## src/sv/ccf_pkg.sv

```systemverilog
// Shared types and constants of the condition flag evaluator.
// Depends on nothing; every other file of the block imports it.
package ccf_pkg;

    localparam int DATA_W = 32;
    localparam int OP_W   = 4;
    localparam int FLAG_W = 5;
    localparam int CNT_W  = 5;

    // Shift count at which the shifted value is fully replaced by fill.
    localparam int SHIFT_LIMIT = 32;

    localparam logic [DATA_W-1:0] TOP_BIT = 32'h8000_0000;

    // Operation kinds.
    localparam logic [OP_W-1:0] OP_FLAGS = 4'd0;
    localparam logic [OP_W-1:0] OP_LOGIC = 4'd1;
    localparam logic [OP_W-1:0] OP_ADD   = 4'd2;
    localparam logic [OP_W-1:0] OP_SUB   = 4'd3;
    localparam logic [OP_W-1:0] OP_CMPB  = 4'd4;
    localparam logic [OP_W-1:0] OP_CMPW  = 4'd5;
    localparam logic [OP_W-1:0] OP_ADDX  = 4'd6;
    localparam logic [OP_W-1:0] OP_SUBX  = 4'd7;
    localparam logic [OP_W-1:0] OP_SHL   = 4'd8;
    localparam logic [OP_W-1:0] OP_SHR   = 4'd9;
    localparam logic [OP_W-1:0] OP_SAR   = 4'd10;

    // Bit positions within the flags field.
    localparam int FLAG_C_BIT = 0;
    localparam int FLAG_V_BIT = 1;
    localparam int FLAG_Z_BIT = 2;
    localparam int FLAG_N_BIT = 3;

    // Contents of the decode stage register.
    typedef struct packed {
        logic [OP_W-1:0]   op;
        logic [DATA_W-1:0] src;
        logic [DATA_W-1:0] res;
        logic              cnt_zero;
        logic              cnt_eq_limit;
        logic              cnt_ge_limit;
    } ccf_dec_t;

    // Contents of the execute stage register.
    typedef struct packed {
        logic [OP_W-1:0]   op;
        logic [DATA_W-1:0] src;
        logic [DATA_W-1:0] res;
        logic [DATA_W-1:0] tmp;
        logic              shift_carry;
    } ccf_exe_t;

endpackage

```

## src/sv/ccf_in_if.sv

```systemverilog
// Input channel of the condition flag evaluator: valid/ready plus one item.
// Depends on ccf_pkg for the field widths.
interface ccf_in_if;
    import ccf_pkg::*;

    logic              valid;
    logic              ready;
    logic [OP_W-1:0]   operation;
    logic [DATA_W-1:0] source_value;
    logic [DATA_W-1:0] result_value;

    modport source (output valid, output operation, output source_value,
                    output result_value, input ready);
    modport sink   (input valid, input operation, input source_value,
                    input result_value, output ready);
endinterface

```

## src/sv/ccf_out_if.sv

```systemverilog
// Output channel of the condition flag evaluator: valid/ready plus flags.
// Depends on ccf_pkg for the field width.
interface ccf_out_if;
    import ccf_pkg::*;

    logic              valid;
    logic              ready;
    logic [FLAG_W-1:0] flags;

    modport source (output valid, output flags, input ready);
    modport sink   (input valid, input flags, output ready);
endinterface

```

## src/sv/cpu_condition_flag_evaluator.sv

```systemverilog
// Registers: each result passes through the decode, execute and flags registers in that order.
// Throughput: one item per cycle while the output is taken; the execute stage's 32-bit adder
// and shifter and the flag stage's 32-bit compares set the stage depth.
// Reset: rst_n clears the stage valid bits asynchronously; the pipeline starts empty.
// Depends on ccf_pkg, ccf_in_if, ccf_out_if and the three stage modules.
module cpu_condition_flag_evaluator (
    input  logic      clk,
    input  logic      rst_n,
    ccf_in_if.sink    operand,
    ccf_out_if.source result
);
    import ccf_pkg::*;

    // Each stage holds one item and its valid bit. A stage takes a new item
    // whenever it is empty or its contents move on in the same cycle, so the
    // chain of ready signals lets every stage advance together while the
    // output is being taken, and a stall at the output freezes the whole
    // pipeline without losing or repeating anything.
    logic     dec_valid;
    logic     dec_ready;
    ccf_dec_t dec;
    logic     exe_valid;
    logic     exe_ready;
    ccf_exe_t exe;

    // Decode: register the item and classify the shift count against the
    // limit of 32, so the next stage sees single-bit decisions.
    ccf_stage_dec u_dec (
        .clk      (clk),
        .rst_n    (rst_n),
        .up_valid (operand.valid),
        .up_ready (operand.ready),
        .op       (operand.operation),
        .src      (operand.source_value),
        .res      (operand.result_value),
        .dn_valid (dec_valid),
        .dn_ready (dec_ready),
        .dec      (dec)
    );

    // Execute: one shared adder recovers the other operand for the add and
    // subtract kinds, and the barrel shifter rebuilds shifted values and
    // picks the last bit shifted out.
    ccf_stage_exe u_exe (
        .clk      (clk),
        .rst_n    (rst_n),
        .up_valid (dec_valid),
        .up_ready (dec_ready),
        .dec      (dec),
        .dn_valid (exe_valid),
        .dn_ready (exe_ready),
        .exe      (exe)
    );

    // Flags: the magnitude compares and sign tests, written to the output
    // register that drives the result channel.
    ccf_stage_flag u_flag (
        .clk      (clk),
        .rst_n    (rst_n),
        .up_valid (exe_valid),
        .up_ready (exe_ready),
        .exe      (exe),
        .dn_valid (result.valid),
        .dn_ready (result.ready),
        .flags    (result.flags)
    );

`ifndef SYNTHESIS
    // The input is held off only when all three stages are occupied.
    assert property (@(posedge clk) disable iff (!rst_n)
        !operand.ready |-> (dec_valid && exe_valid && result.valid))
        else $error("input stalled while the pipeline has room");

    // Shifts never report an overflow.
    assert property (@(posedge clk) disable iff (!rst_n)
        (exe_valid && exe_ready && (exe.op == OP_SHL || exe.op == OP_SHR ||
            exe.op == OP_SAR)) |=> !result.flags[FLAG_V_BIT])
        else $error("overflow flag set by a shift");

    // Outside pass-through, N and Z are never set together.
    assert property (@(posedge clk) disable iff (!rst_n)
        (exe_valid && exe_ready && exe.op != OP_FLAGS) |=>
            !(result.flags[FLAG_N_BIT] && result.flags[FLAG_Z_BIT]))
        else $error("N and Z both set");

    // A logical shift by the limit or more always gives a zero value.
    assert property (@(posedge clk) disable iff (!rst_n)
        (exe_valid && exe_ready && (exe.op == OP_SHL || exe.op == OP_SHR) &&
            exe.src >= DATA_W'(SHIFT_LIMIT)) |=> result.flags[FLAG_Z_BIT])
        else $error("long logical shift did not give zero");
`endif
endmodule

```

## src/sv/ccf_stage_dec.sv

```systemverilog
// First pipeline stage: captures the item and classifies the shift count.
// Depends on ccf_pkg.
module ccf_stage_dec (
    input  logic                    clk,
    input  logic                    rst_n,
    input  logic                    up_valid,
    output logic                    up_ready,
    input  logic [ccf_pkg::OP_W-1:0]   op,
    input  logic [ccf_pkg::DATA_W-1:0] src,
    input  logic [ccf_pkg::DATA_W-1:0] res,
    output logic                    dn_valid,
    input  logic                    dn_ready,
    output ccf_pkg::ccf_dec_t       dec
);
    import ccf_pkg::*;

    logic     valid_reg;
    logic     valid_next;
    ccf_dec_t data_reg;
    ccf_dec_t data_next;

    assign up_ready   = !valid_reg || dn_ready;
    assign valid_next = up_ready ? up_valid : valid_reg;

    always_comb
    begin
        data_next.op           = op;
        data_next.src          = src;
        data_next.res          = res;
        data_next.cnt_zero     = (src == '0);
        data_next.cnt_eq_limit = (src == DATA_W'(SHIFT_LIMIT));
        data_next.cnt_ge_limit = |src[DATA_W-1:CNT_W];
    end

    always_ff @(posedge clk or negedge rst_n)
    begin
        if (!rst_n)
            valid_reg <= 1'b0;
        else
            valid_reg <= valid_next;
    end

    always_ff @(posedge clk)
    begin
        if (up_valid && up_ready)
            data_reg <= data_next;
    end

    assign dn_valid = valid_reg;
    assign dec      = data_reg;
endmodule

```

## src/sv/ccf_stage_exe.sv

```systemverilog
// Second pipeline stage: the shared adder and the barrel shifter.
// Depends on ccf_pkg.
module ccf_stage_exe (
    input  logic              clk,
    input  logic              rst_n,
    input  logic              up_valid,
    output logic              up_ready,
    input  ccf_pkg::ccf_dec_t dec,
    output logic              dn_valid,
    input  logic              dn_ready,
    output ccf_pkg::ccf_exe_t exe
);
    import ccf_pkg::*;

    logic              valid_reg;
    logic              valid_next;
    ccf_exe_t          data_reg;
    ccf_exe_t          data_next;
    logic [CNT_W-1:0]  cnt;
    logic [CNT_W-1:0]  left_idx;
    logic [CNT_W-1:0]  right_idx;
    logic [DATA_W-1:0] fill;
    logic              carry_live;

    assign up_ready   = !valid_reg || dn_ready;
    assign valid_next = up_ready ? up_valid : valid_reg;

    // A count of exactly the limit wraps to zero in the low bits, which
    // makes the last bit out land on bit 0 (left) or bit 31 (right).
    assign cnt        = dec.src[CNT_W-1:0];
    assign left_idx   = CNT_W'(0) - cnt;
    assign right_idx  = cnt - CNT_W'(1);
    assign fill       = {DATA_W{dec.res[DATA_W-1]}};
    assign carry_live = !dec.cnt_zero && (!dec.cnt_ge_limit || dec.cnt_eq_limit);

    always_comb
    begin
        data_next.op          = dec.op;
        data_next.src         = dec.src;
        data_next.res         = dec.res;
        data_next.tmp         = dec.res;
        data_next.shift_carry = 1'b0;
        case (dec.op)
            OP_ADD:
                data_next.tmp = dec.res - dec.src;
            OP_SUB, OP_CMPB, OP_CMPW:
                data_next.tmp = dec.res + dec.src;
            OP_ADDX:
                data_next.tmp = dec.res - dec.src - DATA_W'(1);
            OP_SUBX:
                data_next.tmp = dec.res + dec.src + DATA_W'(1);
            OP_SHL:
            begin
                data_next.tmp         = dec.cnt_ge_limit ? '0 : (dec.res << cnt);
                data_next.shift_carry = carry_live && dec.res[left_idx];
            end
            OP_SHR:
            begin
                data_next.tmp         = dec.cnt_ge_limit ? '0 : (dec.res >> cnt);
                data_next.shift_carry = carry_live && dec.res[right_idx];
            end
            OP_SAR:
            begin
                data_next.tmp         = dec.cnt_ge_limit ? fill
                                      : DATA_W'($signed(dec.res) >>> cnt);
                data_next.shift_carry = carry_live && dec.res[right_idx];
            end
            default:
                data_next.tmp = dec.res;
        endcase
    end

    always_ff @(posedge clk or negedge rst_n)
    begin
        if (!rst_n)
            valid_reg <= 1'b0;
        else
            valid_reg <= valid_next;
    end

    always_ff @(posedge clk)
    begin
        if (up_valid && up_ready)
            data_reg <= data_next;
    end

    assign dn_valid = valid_reg;
    assign exe      = data_reg;
endmodule

```

## src/sv/ccf_stage_flag.sv

```systemverilog
// Third pipeline stage: compares and sign tests that form N, Z, V and C,
// held in the output register. Depends on ccf_pkg.
module ccf_stage_flag (
    input  logic                       clk,
    input  logic                       rst_n,
    input  logic                       up_valid,
    output logic                       up_ready,
    input  ccf_pkg::ccf_exe_t          exe,
    output logic                       dn_valid,
    input  logic                       dn_ready,
    output logic [ccf_pkg::FLAG_W-1:0] flags
);
    import ccf_pkg::*;

    logic              valid_reg;
    logic              valid_next;
    logic [FLAG_W-1:0] flags_reg;
    logic [FLAG_W-1:0] flags_next;
    logic [DATA_W-1:0] s;
    logic [DATA_W-1:0] d;
    logic [DATA_W-1:0] t;
    logic [DATA_W-1:0] add_v;
    logic [DATA_W-1:0] sub_v;
    logic              n_bit;
    logic              z_bit;
    logic              c_bit;
    logic              v_bit;

    assign up_ready   = !valid_reg || dn_ready;
    assign valid_next = up_ready ? up_valid : valid_reg;

    assign s     = exe.src;
    assign d     = exe.res;
    assign t     = exe.tmp;
    assign add_v = (s ^ d) & ~(t ^ s);
    assign sub_v = (t ^ d) & (t ^ s);

    always_comb
    begin
        // Z wins over N: a zero value never reports negative.
        z_bit = (d == '0);
        n_bit = d[DATA_W-1];
        c_bit = 1'b0;
        v_bit = 1'b0;
        case (exe.op)
            OP_ADD:
            begin
                c_bit = (d < s);
                v_bit = |(TOP_BIT & add_v);
            end
            OP_SUB:
            begin
                c_bit = (t < s);
                v_bit = |(TOP_BIT & sub_v);
            end
            OP_CMPB:
            begin
                z_bit = (d[7:0] == 8'd0);
                n_bit = d[7];
                c_bit = (t[7:0] < s[7:0]);
                v_bit = sub_v[7];
            end
            OP_CMPW:
            begin
                z_bit = (d[15:0] == 16'd0);
                n_bit = d[15];
                c_bit = (t[15:0] < s[15:0]);
                v_bit = sub_v[15];
            end
            OP_ADDX:
            begin
                c_bit = (d <= s);
                v_bit = |(TOP_BIT & add_v);
            end
            OP_SUBX:
            begin
                c_bit = (t <= s);
                v_bit = |(TOP_BIT & sub_v);
            end
            OP_SHL, OP_SHR, OP_SAR:
            begin
                z_bit = (t == '0);
                n_bit = t[DATA_W-1];
                c_bit = exe.shift_carry;
            end
            default:
            begin
                c_bit = 1'b0;
            end
        endcase

        flags_next             = '0;
        flags_next[FLAG_C_BIT] = c_bit;
        flags_next[FLAG_V_BIT] = v_bit;
        flags_next[FLAG_Z_BIT] = z_bit;
        flags_next[FLAG_N_BIT] = n_bit && !z_bit;
        if (exe.op == OP_FLAGS)
            flags_next = d[FLAG_W-1:0];
        else if (exe.op > OP_SAR)
            flags_next = '0;
    end

    always_ff @(posedge clk or negedge rst_n)
    begin
        if (!rst_n)
            valid_reg <= 1'b0;
        else
            valid_reg <= valid_next;
    end

    always_ff @(posedge clk)
    begin
        if (up_valid && up_ready)
            flags_reg <= flags_next;
    end

    assign dn_valid = valid_reg;
    assign flags    = flags_reg;
endmodule
```

## src/flat_wrapper.sv

```systemverilog
// flat-port wrapper written by rule: the top's interface ports become plain ports
module cpu_condition_flag_evaluator_flat import ccf_pkg::*;
  (clk, rst_n, operand_valid, operand_operation, operand_source_value, operand_result_value, operand_ready, result_valid, result_flags, result_ready);
  ccf_in_if operand_i ();
  ccf_out_if result_i ();
  input  logic clk;
  input  logic rst_n;
  input wire logic [$bits(operand_i.valid)-1:0] operand_valid;
  input wire logic [$bits(operand_i.operation)-1:0] operand_operation;
  input wire logic [$bits(operand_i.source_value)-1:0] operand_source_value;
  input wire logic [$bits(operand_i.result_value)-1:0] operand_result_value;
  output wire logic [$bits(operand_i.ready)-1:0] operand_ready;
  output wire logic [$bits(result_i.valid)-1:0] result_valid;
  output wire logic [$bits(result_i.flags)-1:0] result_flags;
  input wire logic [$bits(result_i.ready)-1:0] result_ready;
  assign operand_i.valid = operand_valid;
  assign operand_i.operation = operand_operation;
  assign operand_i.source_value = operand_source_value;
  assign operand_i.result_value = operand_result_value;
  assign operand_ready = operand_i.ready;
  assign result_valid = result_i.valid;
  assign result_flags = result_i.flags;
  assign result_i.ready = result_ready;
  cpu_condition_flag_evaluator u_core (.clk(clk), .rst_n(rst_n), .operand(operand_i), .result(result_i));
endmodule
```

## config.mk

```make
export PLATFORM = sky130hd
export DESIGN_NAME = cpu_condition_flag_evaluator_flat
export DESIGN_NICKNAME = d
export VERILOG_FILES = /design/src/sv/ccf_pkg.sv /design/src/sv/ccf_in_if.sv /design/src/sv/ccf_out_if.sv /design/src/sv/cpu_condition_flag_evaluator.sv /design/src/sv/ccf_stage_dec.sv /design/src/sv/ccf_stage_exe.sv /design/src/sv/ccf_stage_flag.sv /design/src/flat_wrapper.sv
export SDC_FILE = /design/constraint.sdc
export NUM_CORES = 1
export LEC_CHECK = 0
export ABC_CLOCK_PERIOD_IN_PS = 11700
export BUFFER_PORTS_ARGS = -buffer_cell sky130_fd_sc_hd__buf_4
export CAP_MARGIN = 0
export CORE_ASPECT_RATIO = 1.4
export CORE_MARGIN = 3
export CORE_UTILIZATION = 52
export CTS_CLUSTER_SIZE = 20
export DETAILED_ROUTE_END_ITERATION = 10
export GPL_ROUTABILITY_DRIVEN = 1
export GPL_TIMING_DRIVEN = 0
export PLACE_DENSITY_LB_ADDON = 0.3
export SETUP_SLACK_MARGIN = 0.2
export SLEW_MARGIN = 20
export SYNTH_ARGS = -nofsm -noshare
export SYNTH_HDL_FRONTEND = slang
export SYNTH_HIERARCHICAL = 1
export SYNTH_SLANG_ARGS = --single-unit
```

## constraint.sdc

```tcl
create_clock -name clk -period 11.7 [get_ports clk]
set_input_delay 1.755 -clock clk [delete_from_list [all_inputs] [get_ports clk]]
set_output_delay 1.755 -clock clk [all_outputs]
set_load 0.02 [all_outputs]
```

==> flow_summary.toml, run 1 <==
[final_layout]
final_cell_mix = "nor2_1, edfxtp_1, a21oi_1, nand2_1, o21ai_0"
regArea_sq_um = 5390
largest_register_ffs = 101
multi_input_area_sq_um = 11600
diodes = 0
final_util_pct = 58.7
syn_to_final_growth_pct = 10.5
final_common_cell = "nor2_1"
drive_gt1_share_pct = 10.8
nets = 2325
fillCellCount = 3018

[routing]
drt-total-wl_mm = 81.7
drt_iter0_drc = 2707
vias = 18700
vias_per_cell = 7.26
ant_nets = 0
wl_per_cell_um = 31.7
drc_errors = 0
firstDrtPassIters = 8

[cts]
cts_setup_buffers = 0
clk_pin_slew_ns = 0.08
cts_resized = 0
htree_levels = 4
cts.sinks = 180
cts_inserted_buffers = 17
ctsHoldBuffers = 0
clk_path_buf_depth = 2
clk-insertion-delay-late_ns = 0.46
cts_tree = "built"
root_buffer = "clkbuf_16"

[grt]
grt_pass1_vias = 17900
antenna_found_initial = 0
grt_max_degree = 52
grt_first_pass_wirelength_mm = 117
grt_overflow = 0
grt_use_total_pct = 43.9

[setup_path]
endpoint_kind = "register"
cp_slowest_stage_delay_ns = 0.84
cp.required_ns = 11.86
critPathLaunchType = "register"
critical_path.slowest_cell = "o31ai_1"
critical_path.cell_chain = "clkbuf_1 > inv_1 > clkbuf_1 > buf_1 > ha_1 > buf_2 > nor2_1 > a221oi_4 > a21oi_2 > o31ai_1 > xnor2_1 > or4_1 > clkbuf_1 > nor4_4 > xnor2_1 > a2111oi_0 > a21oi_1"
crit_fanout = 10
cp.arrival_ns = 7.17
crit_path_frequent_cell = "clkbuf_1"
crit_type = "reg2reg"

[timing]
finalHoldViolCount = 0
slew_headroom_pct = 19.8
worst_slew_pin_slew_ns = 1.20
finalSetupViolCount = 0
fmax_ghz = 0.143
fin_crit_sh_pct = 59.9
finalCriticalPeriod_ns = 7.01
worst_clock_skew_ns = 0.0133
tns_ns = 0
drv_slew = 0
rsz0062_at_grt = "false"

[power]
irDropWorstVdd_uv = 83.6
p_total_mw = 2.50
leakage_nw = 7.37
cellPowerDensity_nw_per_um2 = 127

[yosys]
synth_edf_count = 177
ys_types = 98
synth-seq-area-share_pct = 30.3
synth_area_leader_cell = "edfxtp_1"
synth_cells = 2021
netlist_area_sq_um = 17800
ys_ff_latch = 180
synth.area.top_cells = "edfxtp_1, ha_1, mux4_2"
async_reset_ff_share_pct = 1.67
synth_nets = 2225
syn_avg_cell_area_sq_um = 8.81
ys_dominant_reg_cell = "edfxtp_1"
yosys_warnings = 6
netlist.area_leader.share_pct = 29.9

[place]
gp_congestion = 1.09
io_buffers = 78
dp_hpwl_mm = 62.8

[die]
die_x_um = 162
ioPinCount = 79
core_area_sq_um = 33500
die_y_um = 225
rows = 79
dieArea_sq_um = 36500
start_util_pct = 53.1

[outcome]
outcome = "completed"

[job]
drv_cap = 0

[worst_hold_path]
hold_class = "reg2reg"
[cell families (layout without fill, tap and decap cells)]
family          count (synthesis)  in the layout  share of synthesized area (%)
buf+inv                       216            328                           4.84
fa+ha+maj                     132            132                           9.36
mux                           115            115                           9.45
flops                         180            180                           30.3
xor+xnor                       95             95                           4.72
simple gates                  689            689                           19.5
compound gates                594            594                           21.9
[cells in the mapped netlist, drive strengths merged, types with 29 or more instances]
master	n
a211oi	32
nand2b	29
nor4	53
inv	108
xnor2	72
clkbuf	76
a21oi	168
nor3	47
nor2	226
mux4	41
ha	130
nand2	138
o211ai	32
buf	31
edfxtp	177
nand3	42
nand4	35
mux2i	60
o21ai	138
[critical path, delay by kind of cell, from the launching register on]
family | cells | cell delay (ns)
adders and majority gates | 1 | 0.21
and+or+nand+nor | 3 | 1.00
DFF | 1 | 0.59
xor gates and xnor gates | 2 | 0.52
AOI/OAI and AO/OA | 5 | 2.28
buffers and inverters | 6 | 2.09
[metal layers]
metal / track usage [%] / up-vias / part of all wire [%]
met5: 0 / - / 0
met3: 12.9 / 444 / 12
met2: 68.3 / 1494 / 44
met1: 49.9 / 8883 / 34
li1: - / 7902 / -
met4: 35.1 / 0 / 10
[power by group]
part | switching, mW | total, mW | internal (mW) | leakage (nW)
Clock | 0.307 | 0.637 | 0.331 | 0.308
Sequential | 0.0996 | 0.886 | 0.787 | 1.75
Combinational | 0.637 | 0.980 | 0.343 | 5.32
[final timing paths]
kind	startpoint	slack [ns]	cells past startpoint	to
max	u_core/u_dec/dec[38]	4.69	17	u_core/u_exe/exe[25]
min	u_core/u_dec/dec[41]	0.48	0	u_core/u_exe/exe[71]
max reg2reg	u_core/u_dec/dec[38]	4.69	17	u_core/u_exe/exe[25]
min reg2reg	u_core/u_dec/dec[41]	0.48	0	u_core/u_exe/exe[71]
max in group asynchronous	rst_n	10.53	1	u_core/u_flag/dn_valid
min in group asynchronous	rst_n	1.08	1	u_core/u_dec/dn_valid
[stage by stage]
step,instances,setup WS (ns),hold slack [ns],instance area (sq um)
finish,2578,4.69,0.482,19700
global route,2578,4.59,0.494,19700
CTS,2578,5.01,0.487,19700
detailed placement,2547,5.03,0.471,19000
global placement,2544,5.05,0.464,18900
floorplan,2021,6.77,0.424,17800
[area by class of cell]
type / instances / area share (%)
plain buffers: 107 / 2.30
clock buffers: 17 / 2.16
clock inverters: 14 / 1.07
inverters: 109 / 2.08
multi-input cells: 1625 / 58.8
flip-flops and latches: 180 / 27.4
well taps: 445 / 2.83
repair buffers: 81 / 3.36
Power figures use the tool's default switching activity.
==> inputs of run 2 (changes only) <==
--- a/config.mk
+++ b/config.mk
@@ -5,7 +5,7 @@
 export SDC_FILE = /design/constraint.sdc
 export NUM_CORES = 1
 export LEC_CHECK = 0
-export ABC_CLOCK_PERIOD_IN_PS = 11700
+export ABC_CLOCK_PERIOD_IN_PS = 7200
 export BUFFER_PORTS_ARGS = -buffer_cell sky130_fd_sc_hd__buf_4
 export CAP_MARGIN = 0
 export CORE_ASPECT_RATIO = 1.4
==> constraint.sdc (replaced) <==
create_clock -name clk -period 7.2 [get_ports clk]
set_input_delay 1.08 -clock clk [delete_from_list [all_inputs] [get_ports clk]]
set_output_delay 1.08 -clock clk [all_outputs]
set_load 0.02 [all_outputs]
==> flow_summary.toml, run 2 (synthesized netlist as in run 1, its figures left out) <==
[setup_path]
crit_cells = 17
cp.arrival_ns = 7.03
endpoint_kind = "register"
cp_top_family = "compound AO/OA/AOI/OAI gates"
cp.required_ns = 7.46
critPathLaunchType = "register"
critical_path.cell_chain = "clkbuf_1 > inv_1 > buf_1 > clkbuf_1 > ha_1 > buf_4 > a211oi_2 > o21ai_0 > a2111oi_0 > nor3_1 > a21o_1 > nand3b_1 > nor4_1 > and2_1 > and4_1 > o21ai_0 > a21oi_1"
timing.rr.start = "u_core/u_dec/dec[37]"
ff2ff_path_depth = 17
reg2reg_to = "u_core/u_exe/exe[27]"
cp_slowest_stage_delay_ns = 0.80
critical_path.slowest_cell = "a2111oi_0"
crit_fanout = 10
crit_type = "reg2reg"
cp_num_buf_inv = 5
ff2ff_setup_slack_ns = 0.43

[routing]
ant_nets = 0
vias_per_cell = 7.22
wl_per_cell_um = 31.6
firstDrtPassIters = 8
drt-total-wl_mm = 81.6
drc_errors = 0
drt_iter0_drc = 2730
vias = 18600

[job]
drv_cap = 0

[die]
start_util_pct = 53.1
core_area_sq_um = 33500
dieArea_sq_um = 36500
ioPinCount = 79
rows = 79
die_x_um = 162
die_y_um = 225

[final_layout]
syn_to_final_growth_pct = 10.5
fillCellCount = 3016
largest_register_ffs = 101
stdcell_count = 2579
regArea_sq_um = 5390
drive_gt1_share_pct = 10.9
nets = 2325
multi_input_area_sq_um = 11600
final_cell_mix = "nor2_1, edfxtp_1, a21oi_1, nand2_1, o21ai_0"
final_common_cell = "nor2_1"

[power]
cellPowerDensity_nw_per_um2 = 207
leakage_nw = 7.38
p_total_mw = 4.07
p_comb_share_pct = 39.1
pwr-share-clk_pct = 25.5
irDropWorstVdd_uv = 134
swShare_pct = 41.6
seq_power_share_pct = 35.4
p_sw_mw = 1.69
p_int_mw = 2.37

[grt]
grt_first_pass_wirelength_mm = 117
antenna_found_initial = 0
grt_pass1_vias = 17900
grt_use_total_pct = 43.9
grt_max_degree = 52
grt_overflow = 0

[place]
io_buffers = 78
dp_slack_ns = 0.534
gp_congestion = 1.09
dp_hpwl_mm = 62.8
place_inst = 2547

[cts]
cts.sinks = 180
cts_tree = "built"
htree_levels = 4
root_buffer = "clkbuf_16"
clk-insertion-delay-late_ns = 0.46
clk_path_buf_depth = 2
clk_pin_slew_ns = 0.08
cts_inserted_buffers = 17

[timing]
worst_slew_pin_slew_ns = 1.20
finalSetupViolCount = 0
fmax_ghz = 0.148
drv_slew = 0
tns_ns = 0
finalHoldViolCount = 0
setup_slack_ns = 0.429
finalCriticalPeriod_ns = 6.77
worst_clock_skew_ns = 0.0129
fin_crit_sh_pct = 94.0
slew_headroom_pct = 20.2
rsz0062_at_grt = "false"

[worst_hold_path]
hold_class = "in2async"

[outcome]
outcome = "completed"
run 2: cell count changes in the layout (fill, tap and decap cells not counted):
| cell | previous run | this run |
|---|---|---|
| o31ai_2 | 0 | 1 |
| o31ai_1 | 14 | 13 |
| buf_1 | 15 | 14 |
| clkbuf_2 | 0 | 1 |
| diode_2 | 0 | 1 |
run 2: worst max-delay path by stage:
stage                    startpoint                   end
2_1_floorplan  u_core/u_dec/dec[37]  u_core/u_exe/exe[27]
3_3_place_gp   u_core/u_dec/dec[38]  u_core/u_exe/exe[25]
3_5_place_dp   u_core/u_dec/dec[38]  u_core/u_exe/exe[25]
4_1_cts        u_core/u_dec/dec[38]  u_core/u_exe/exe[25]
5_1_grt        u_core/u_dec/dec[38]  u_core/u_exe/exe[25]
6_report       u_core/u_dec/dec[37]  u_core/u_exe/exe[27]
run 2: stage by stage:
stage | utilization [%] | area [sq um] | hold slack [ns]
floorplan | - | 17800 | 0.424
finish | 58.7 | 19700 | 0.403
detailed placement | 56.8 | 19000 | 0.471
global route | 58.7 | 19700 | 0.390
global placement | 56.5 | 18900 | 0.464
CTS | 58.7 | 19700 | 0.385
run 2: final cells by class:
type	instances	area share, %
Multi-Input combinational cell	1625	58.8
Inverter	109	2.08
Clock buffer	17	2.16
Antenna cell	1	0.0127
Tap cell	445	2.83
Buffer	107	2.30
Timing Repair Buffer	81	3.36
Clock inverter	14	1.07
Sequential cell	180	27.4
run 2: power by group through the flow:
stage	registers (mW)	logic, mW	clock network, mW
2_1_floorplan	1.37	1.04	0
3_3_place_gp	1.46	1.48	0
3_5_place_dp	1.45	1.52	0
4_1_cts	1.43	1.53	1.04
5_1_grt	1.44	1.68	1.08
6_report	1.44	1.59	1.04
run 2: worst register-to-register path: stages, from the launching register on:
cell and delay [ns]:
edfxtp_1 0.46, clkbuf_1 0.26, inv_1 0.21, buf_1 0.56, clkbuf_1 0.67, ha_1 0.39
buf_4 0.19, a211oi_2 0.32, o21ai_0 0.37, a2111oi_0 0.80, nor3_1 0.25, a21o_1 0.23
nand3b_1 0.32, nor4_1 0.73, and2_1 0.26, and4_1 0.19, o21ai_0 0.07, a21oi_1 0.29
run 2: timing repair:
item,4_1_cts,5_1_grt
setup buffers,0,0
hold buffers,0,0
endpoints found under the setup margin,0,1
resized for setup,0,2
run 2: per-layer routing:
| metal | global-route usage, % | routed length [um] |
|---|---|---|
| met5 | 0 | 0 |
| met3 | 12.9 | 9730 |
| met2 | 68.3 | 35900 |
| met4 | 35.1 | 8210 |
| met1 | 49.9 | 27700 |
